===== src/rtl/eld_pkg.sv =====
package eld_pkg;

    localparam int LOG_WORDS_DEFAULT = 4096;
    localparam int POS_W             = 12;
    localparam int QUEUE_DEPTH       = 4;

    localparam logic [15:0] BEGIN_WORD = 16'hFFFC;
    localparam logic [12:0] OPC_MARK   = 13'h1FFF;

    localparam logic [2:0] OP_FULLTIME = 3'd1;
    localparam logic [2:0] OP_CONFIG   = 3'd2;
    localparam logic [2:0] OP_DONE     = 3'd3;
    localparam logic [2:0] OP_BEGIN    = 3'd4;
    localparam logic [2:0] OP_SETTIME  = 3'd5;

    localparam logic [2:0] K_BEGIN     = 3'd0;
    localparam logic [2:0] K_STATUS    = 3'd1;
    localparam logic [2:0] K_FULLTIME  = 3'd2;
    localparam logic [2:0] K_SETTIME   = 3'd3;
    localparam logic [2:0] K_CFG_START = 3'd4;
    localparam logic [2:0] K_CFG_VALUE = 3'd5;
    localparam logic [2:0] K_DONE      = 3'd6;
    localparam logic [2:0] K_INVALID   = 3'd7;

    typedef struct packed {
        logic        start_of_log;
        logic [15:0] log_word;
    } in_word_t;

    typedef struct packed {
        logic [2:0]       record_kind;
        logic [31:0]      event_time;
        logic [2:0]       status_bits;
        logic [15:0]      item_value;
        logic [15:0]      item_index;
        logic             last_of_block;
        logic [POS_W-1:0] record_position;
    } out_record_t;

    typedef struct packed {
        logic             restart;
        logic             is_mark;
        logic [2:0]       code;
        logic [15:0]      word;
        logic [POS_W-1:0] pos;
    } token_t;

endpackage


===== src/rtl/eld_front.sv =====
module eld_front #(
    parameter int LOG_WORDS = eld_pkg::LOG_WORDS_DEFAULT
) (
    input  logic             clk,
    input  logic             rst_n,
    input  logic             in_valid,
    output logic             in_ready,
    input  eld_pkg::in_word_t in_word,
    output logic             push,
    output eld_pkg::token_t  token,
    input  logic             q_full
);
    import eld_pkg::*;

    localparam logic [16:0] WRAP = 17'(LOG_WORDS);

    logic [POS_W-1:0] wp_reg;
    logic [POS_W-1:0] wp_next;
    logic [POS_W-1:0] pos;
    logic [POS_W:0]   sum;

    assign in_ready = !q_full;
    assign push     = in_valid && in_ready;

    always_comb
    begin
        pos     = in_word.start_of_log ? '0 : wp_reg;
        sum     = {1'b0, pos} + 1'b1;
        wp_next = (17'(sum) == WRAP) ? '0 : sum[POS_W-1:0];
    end

    always_comb
    begin
        token.restart = in_word.start_of_log;
        token.is_mark = (in_word.log_word[15:3] == OPC_MARK);
        token.code    = in_word.log_word[2:0];
        token.word    = in_word.log_word;
        token.pos     = pos;
    end

    always_ff @(posedge clk or negedge rst_n)
    begin
        if (!rst_n)
        begin
            wp_reg <= '0;
        end
        else if (push)
        begin
            wp_reg <= wp_next;
        end
    end

endmodule


===== src/rtl/eld_queue.sv =====
module eld_queue (
    input  logic            clk,
    input  logic            rst_n,
    input  logic            push,
    input  eld_pkg::token_t wr_token,
    output logic            full,
    input  logic            pop,
    output logic            q_valid,
    output eld_pkg::token_t rd_token
);
    import eld_pkg::*;

    localparam int PTR_W = $clog2(QUEUE_DEPTH);
    localparam int CNT_W = $clog2(QUEUE_DEPTH + 1);
    localparam logic [CNT_W-1:0] DEPTH_C = CNT_W'(QUEUE_DEPTH);
    localparam logic [PTR_W-1:0] LAST_C  = PTR_W'(QUEUE_DEPTH - 1);

    token_t           mem_reg [QUEUE_DEPTH];
    logic [PTR_W-1:0] wr_ptr_reg;
    logic [PTR_W-1:0] rd_ptr_reg;
    logic [CNT_W-1:0] count_reg;
    logic [CNT_W-1:0] count_next;

    assign full     = (count_reg == DEPTH_C);
    assign q_valid  = (count_reg != '0);
    assign rd_token = mem_reg[rd_ptr_reg];

    always_comb
    begin
        count_next = count_reg;
        if (push && !pop)
        begin
            count_next = count_reg + 1'b1;
        end
        else if (pop && !push)
        begin
            count_next = count_reg - 1'b1;
        end
    end

    always_ff @(posedge clk)
    begin
        if (push)
        begin
            mem_reg[wr_ptr_reg] <= wr_token;
        end
    end

    always_ff @(posedge clk or negedge rst_n)
    begin
        if (!rst_n)
        begin
            wr_ptr_reg <= '0;
            rd_ptr_reg <= '0;
            count_reg  <= '0;
        end
        else
        begin
            if (push)
            begin
                wr_ptr_reg <= (wr_ptr_reg == LAST_C) ? '0 : wr_ptr_reg + 1'b1;
            end
            if (pop)
            begin
                rd_ptr_reg <= (rd_ptr_reg == LAST_C) ? '0 : rd_ptr_reg + 1'b1;
            end
            count_reg <= count_next;
        end
    end

    a_count_bound: assert property (@(posedge clk) disable iff (!rst_n)
        count_reg <= DEPTH_C)
        else $error("queue count above depth");

    a_pop_only: assert property (@(posedge clk) disable iff (!rst_n)
        pop && !push |=> count_reg == $past(count_reg) - 1'b1)
        else $error("queue count did not drop on pop");

    a_ptr_gap: assert property (@(posedge clk) disable iff (!rst_n)
        (count_reg == '0 || count_reg == DEPTH_C) |-> wr_ptr_reg == rd_ptr_reg)
        else $error("queue pointers disagree with count");

endmodule


===== src/rtl/eld_back.sv =====
module eld_back (
    input  logic                clk,
    input  logic                rst_n,
    input  logic                q_valid,
    input  eld_pkg::token_t     token,
    output logic                pop,
    output logic                out_valid,
    input  logic                out_ready,
    output eld_pkg::out_record_t out_record
);
    import eld_pkg::*;

    localparam logic [2:0] PH_WAIT      = 3'd0;
    localparam logic [2:0] PH_RUN       = 3'd1;
    localparam logic [2:0] PH_FT_LO     = 3'd2;
    localparam logic [2:0] PH_FT_HI     = 3'd3;
    localparam logic [2:0] PH_CFG_COUNT = 3'd4;
    localparam logic [2:0] PH_CFG_VALUE = 3'd5;
    localparam logic [2:0] PH_HALT      = 3'd6;

    logic [2:0]       phase_reg;
    logic [2:0]       phase_next;
    logic [31:0]      time_reg;
    logic [31:0]      time_next;
    logic [15:0]      hold_reg;
    logic [15:0]      hold_next;
    logic [15:0]      remain_reg;
    logic [15:0]      remain_next;
    logic [15:0]      cpos_reg;
    logic [15:0]      cpos_next;
    logic [POS_W-1:0] start_reg;
    logic [POS_W-1:0] start_next;
    logic             out_valid_reg;
    out_record_t      out_reg;

    logic [2:0]       ph;
    logic             emit;
    out_record_t      rec;

    assign pop        = q_valid && (!out_valid_reg || out_ready);
    assign out_valid  = out_valid_reg;
    assign out_record = out_reg;

    always_comb
    begin
        ph          = token.restart ? PH_WAIT : phase_reg;
        phase_next  = ph;
        time_next   = token.restart ? 32'd0 : time_reg;
        hold_next   = hold_reg;
        remain_next = remain_reg;
        cpos_next   = cpos_reg;
        start_next  = start_reg;
        emit        = 1'b0;
        rec         = '0;
        rec.record_position = token.pos;

        unique case (ph)
            PH_WAIT:
            begin
                emit = 1'b1;
                if (token.word == BEGIN_WORD)
                begin
                    rec.record_kind = K_BEGIN;
                    phase_next      = PH_RUN;
                end
                else
                begin
                    time_next       = 32'd0;
                    rec.record_kind = K_INVALID;
                    phase_next      = PH_HALT;
                end
            end
            PH_RUN:
            begin
                if (token.is_mark)
                begin
                    start_next = token.pos;
                    unique case (token.code)
                        OP_FULLTIME: phase_next = PH_FT_LO;
                        OP_CONFIG:   phase_next = PH_CFG_COUNT;
                        OP_SETTIME:
                        begin
                            emit            = 1'b1;
                            rec.record_kind = K_SETTIME;
                        end
                        OP_BEGIN:
                        begin
                            emit            = 1'b1;
                            rec.record_kind = K_BEGIN;
                        end
                        OP_DONE:
                        begin
                            emit            = 1'b1;
                            rec.record_kind = K_DONE;
                            phase_next      = PH_HALT;
                        end
                        default:
                        begin
                            emit = 1'b0;
                        end
                    endcase
                end
                else
                begin
                    time_next       = time_next + 32'(token.word[15:3]);
                    emit            = 1'b1;
                    rec.record_kind = K_STATUS;
                    rec.status_bits = token.code;
                end
            end
            PH_FT_LO:
            begin
                hold_next  = token.word;
                phase_next = PH_FT_HI;
            end
            PH_FT_HI:
            begin
                time_next           = {token.word, hold_reg};
                emit                = 1'b1;
                rec.record_kind     = K_FULLTIME;
                rec.record_position = start_reg;
                phase_next          = PH_RUN;
            end
            PH_CFG_COUNT:
            begin
                remain_next         = token.word;
                cpos_next           = '0;
                emit                = 1'b1;
                rec.record_kind     = K_CFG_START;
                rec.item_value      = token.word;
                rec.record_position = start_reg;
                phase_next          = (token.word == '0) ? PH_RUN : PH_CFG_VALUE;
            end
            PH_CFG_VALUE:
            begin
                emit                = 1'b1;
                rec.record_kind     = K_CFG_VALUE;
                rec.item_value      = token.word;
                rec.item_index      = cpos_reg;
                rec.last_of_block   = (remain_reg == 16'd1);
                rec.record_position = start_reg;
                cpos_next           = cpos_reg + 1'b1;
                remain_next         = remain_reg - 1'b1;
                if (remain_reg == 16'd1)
                begin
                    phase_next = PH_RUN;
                end
            end
            default:
            begin
                emit = 1'b0;
            end
        endcase
        rec.event_time = time_next;
    end

    always_ff @(posedge clk or negedge rst_n)
    begin
        if (!rst_n)
        begin
            phase_reg     <= PH_WAIT;
            time_reg      <= '0;
            hold_reg      <= '0;
            remain_reg    <= '0;
            cpos_reg      <= '0;
            start_reg     <= '0;
            out_valid_reg <= 1'b0;
        end
        else
        begin
            if (pop)
            begin
                phase_reg  <= phase_next;
                time_reg   <= time_next;
                hold_reg   <= hold_next;
                remain_reg <= remain_next;
                cpos_reg   <= cpos_next;
                start_reg  <= start_next;
            end
            if (pop && emit)
            begin
                out_valid_reg <= 1'b1;
            end
            else if (out_ready)
            begin
                out_valid_reg <= 1'b0;
            end
        end
    end

    always_ff @(posedge clk)
    begin
        if (pop && emit)
        begin
            out_reg <= rec;
        end
    end

    a_invalid_time: assert property (@(posedge clk) disable iff (!rst_n)
        out_valid_reg && out_reg.record_kind == K_INVALID |-> out_reg.event_time == '0)
        else $error("invalid record with nonzero time");

    a_last_only_value: assert property (@(posedge clk) disable iff (!rst_n)
        out_valid_reg && out_reg.record_kind != K_CFG_VALUE |-> !out_reg.last_of_block)
        else $error("last_of_block outside config value");

    a_last_leaves_block: assert property (@(posedge clk) disable iff (!rst_n)
        pop && !token.restart && phase_reg == PH_CFG_VALUE && remain_reg == 16'd1
        |=> phase_reg == PH_RUN)
        else $error("config block did not end on its last value");

    a_stall_holds: assert property (@(posedge clk) disable iff (!rst_n)
        out_valid_reg && !out_ready |=> out_valid_reg && $stable(out_reg))
        else $error("stalled record changed");

endmodule


===== src/rtl/event_log_word_decoder.sv =====
// Decodes a stored event log, one 16-bit word per cycle, into begin, status, time,
// config and done records; a first word other than begin yields one invalid record
// and the decoder then ignores words until start_of_log. A word is accepted every
// cycle while the four-word queue between the word classifier and the record
// sequencer has room; each record is raised on out_valid once its last word
// leaves the queue, held in an output register until taken. Words that open or
// continue a record without ending it give no output. in_ready drops only when the
// output side stalls long enough to fill the queue, so sustained rate is one word
// per cycle without output stalls; the sequencer's time add is combinational.
module event_log_word_decoder #(
    parameter int LOG_WORDS = eld_pkg::LOG_WORDS_DEFAULT
) (
    input  logic                clk,
    input  logic                rst_n,
    input  logic                in_valid,
    output logic                in_ready,
    input  eld_pkg::in_word_t   in_word,
    output logic                out_valid,
    input  logic                out_ready,
    output eld_pkg::out_record_t out_record
);
    import eld_pkg::*;

    logic   push;
    logic   q_full;
    logic   q_valid;
    logic   pop;
    token_t wr_token;
    token_t rd_token;

    eld_front #(
        .LOG_WORDS(LOG_WORDS)
    ) u_front (
        .clk      (clk),
        .rst_n    (rst_n),
        .in_valid (in_valid),
        .in_ready (in_ready),
        .in_word  (in_word),
        .push     (push),
        .token    (wr_token),
        .q_full   (q_full)
    );

    eld_queue u_queue (
        .clk      (clk),
        .rst_n    (rst_n),
        .push     (push),
        .wr_token (wr_token),
        .full     (q_full),
        .pop      (pop),
        .q_valid  (q_valid),
        .rd_token (rd_token)
    );

    eld_back u_back (
        .clk        (clk),
        .rst_n      (rst_n),
        .q_valid    (q_valid),
        .token      (rd_token),
        .pop        (pop),
        .out_valid  (out_valid),
        .out_ready  (out_ready),
        .out_record (out_record)
    );

endmodule


===== config.mk =====
export PLATFORM = sky130hd
export DESIGN_NAME = event_log_word_decoder
export DESIGN_NICKNAME = d
export VERILOG_FILES = /design/src/rtl/eld_pkg.sv /design/src/rtl/eld_front.sv /design/src/rtl/eld_queue.sv /design/src/rtl/eld_back.sv /design/src/rtl/event_log_word_decoder.sv
export SDC_FILE = /design/constraint.sdc
export NUM_CORES = 1
export LEC_CHECK = 0
export ABC_AREA = 1
export BUFFER_PORTS_ARGS = -buffer_cell sky130_fd_sc_hd__buf_4
export CORE_ASPECT_RATIO = 1.2
export CORE_UTILIZATION = 43
export DETAILED_ROUTE_END_ITERATION = 12
export MAX_ROUTING_LAYER = met4
export SETUP_SLACK_MARGIN = 0.4
export SLEW_MARGIN = 40
export SYNTH_ARGS = -nofsm -noshare
export SYNTH_HDL_FRONTEND = slang
export SYNTH_HIERARCHICAL = 1
export SYNTH_SLANG_ARGS = --single-unit

===== constraint.sdc =====
create_clock -name clk -period 6.3 [get_ports clk]
set_input_delay 1.26 -clock clk [delete_from_list [all_inputs] [get_ports clk]]
set_output_delay 1.26 -clock clk [all_outputs]
set_load 0.1 [all_outputs]

==> results_dict.tcl <==
set metrics [dict create \
    status "complete, no violations" \
    clock_latency_ps 530 \
    drv_slew 0 \
    relSlewSlack_pct 48.7 \
    final_cell_mix "nand2_1 (482), inv_1 (239), edfxtp_1 (215)" \
    gp_congestion 0.943 \
    dr.pass1.iters 5 \
    layout_commonest_cell "nand2_1" \
    hold_depth 2 \
    yosysWarnings 6 \
    finalHoldViolCount 0 \
    root_buffer "clkbuf_16" \
    dp_hpwl_um 30100 \
    grt_pass1_vias 12200 \
    portBuffers 105 \
    hold_class "flop to flop" \
    cts_setup_buffers 0 \
    hold_ws_ps 471 \
    cts_sinks 330 \
    area_growth_syn_to_layout_pct 13.2 \
    drt_iter0_drc 1002 \
    synth_area_sq_um 16600 \
    reg2reg_depth 8 \
    nets 1901 \
    crit_slowest_cell "clkinv_1" \
    setup_violations 0 \
    antenna_found_initial 0 \
    initial_core_util_pct 43.8 \
    antenna_cells 0 \
    reg2reg_from "u_queue/rd_ptr_reg[0]" \
    cts_made_buffers 36 \
    fin_skew_ps 9.34 \
    synth.avg_cell_area_sq_um 9.32 \
    tightest_slew_ps 765 \
    grt_pass1_wl_um 67700 \
    num_rows 78 \
    path_cells "inv_6, buf_4, o211ai_2, nand2_1, clkinv_1, nor2_2, nand2_1, o21ai_0" \
    synth-seq-cells 330 \
    timing.fmax_mhz 236 \
    end_kind "flop" \
    holdCritStartpoint "u_queue/count_reg[2]" \
    fill_cells 3547 \
    die-area_sq_um 39500 \
    drive_gt1_share_pct 15.8 \
    track_usage_pct 22.8 \
    wl_um 42900 \
    via_per_inst 5.29 \
    reg2reg_to "u_back/start_reg[1]" \
    tritoncts "yes" \
    ioPinCount 106 \
    ys_types 54 \
    fp.dieH_um 217 \
    holdPathEnd "u_queue/count_reg[2]" \
    h-tree-depth 2 \
    cp_max_fo 81 \
    regArea_sq_um 9330 \
    synth_edf_count 215 \
    netlist_instances 1785 \
    largest_register_ffs 132 \
    synthArstFlopShare_pct 34.8 \
    cts_resized 0 \
    cp.required_ps 6730 \
    drc_errors 0 \
    max-cap-violations 0 \
    wl_per_cell_um 18.1 \
    rsz0062_at_grt "false" \
    clk_pin_slew_worst_paths_ps 60 \
    crit_path_start_kind "flop" \
    tns_ps 0 \
    synth_top_flop_cell "edfxtp_1" \
    max_stage_delay_ps 720 \
    globalRouteOverflowTotal 0 \
    synthesis.nets 1824 \
    core_sq_um 38000 \
    fin_crit_sh_pct 67.2 \
    final_antenna_net_count 0 \
    cts_hold_buf 0 \
    cpMostUsedCell "nand2_1" \
    ys_seq_area_share_pct 56.1 \
    crit_arrival_ps 4660 \
    die_w_um 182 \
    critPathKind "flop to flop" \
    rrSetupSlack_ps 2060 \
    grt_max_degree 82 \
    dr_total_vias 12500 \
    multi_input_area_sq_um 5800 \
    post-route-min-period_ps 4240 \
    clock_path_buffers 3 \
]
-- per-stage QoR --
| step | utilization (%) | instances | worst slack [ps] | cell area, sq um |
|---|---|---|---|---|
| 6_report | 49.6 | 2369 | 2060 | 18800 |
| 2_1_floorplan | - | 1785 | 456 | 16600 |
| 3_3_place_gp | 46.4 | 2304 | 2210 | 17600 |
| 3_5_place_dp | 46.4 | 2304 | 2190 | 17600 |
| 4_1_cts | 49.6 | 2369 | 2180 | 18800 |
| 5_1_grt | 49.6 | 2369 | 1650 | 18800 |
-- cell type report --
class | instances | share of cell area [%]
clock buffers | 50 | 5.44
clock inverters | 15 | 0.864
inverters | 258 | 5.22
multi-input cells | 1114 | 30.8
flip-flops and latches | 330 | 49.6
well taps | 480 | 3.19
repair buffers | 122 | 4.90
-- logic make-up after synthesis --
group	synth area share, %
XOR/XNOR	0.579
AND/OR/NAND/NOR	22.3
flip-flops	56.1
adder cells (fa/ha/maj)	1.40
buffers and inverters	9.13
AO/OA/AOI/OAI	10.5
-- per-layer routing --
layer | vias up | track usage (%) | share of wire [%]
li1 | 6071 | - | -
met1 | 6007 | 27.7 | 42
met2 | 355 | 38.3 | 49
met3 | 91 | 2.91 | 5.2
met4 | 0 | 9.32 | 3.9
met5 | - | - | 0
-- synthesized netlist by cell type (all sizes together), types with 2 or more instances --
master   number  share of area (%)
o21ai       101                3.0
nand4        27                1.0
a31oi         7               0.26
nor2        142                3.9
inv         256                5.8
nand3       123                4.2
nor3         22               0.88
nand3b        2              0.090
o22ai         7               0.26
o2111ai       2               0.11
nand2       508                 12
clkbuf       20               0.45
a22oi         6               0.27
ha           17                1.3
clkinv        2              0.053
xor2          7               0.37
dfrtp       115                 17
o211ai       82                4.8
edfxtp      215                 39
buf          63                2.8
a21oi        33                1.0
xnor2         4               0.21
nor3b         3               0.14
a21boi        8               0.36
nor4          5               0.19
-- worst max path at each step --
stage / from / end / slack (ps)
final: u_queue/rd_ptr_reg[0] / u_back/start_reg[1] / 2060
after global routing: u_queue/rd_ptr_reg[0] / u_back/start_reg[7] / 1650
after CTS: u_queue/rd_ptr_reg[0] / u_back/out_record[60] / 2180
after detailed placement: u_queue/rd_ptr_reg[0] / u_back/out_record[66] / 2190
after global placement: u_queue/rd_ptr_reg[0] / u_back/phase_reg[0] / 2210
after floorplan: u_queue/rd_ptr_reg[0] / u_back/out_record[0] / 460
-- worst max-delay path, delay by kind of cell, from the launching register on --
family	cells	cell delay [ps]
compound gates	2	460
buf+inv	3	1780
flops	1	430
simple gates	3	1410
Power is left out: the tool's default activity adds up to more than one toggle a clock period on the data nets, which glitch-free logic cannot reach.
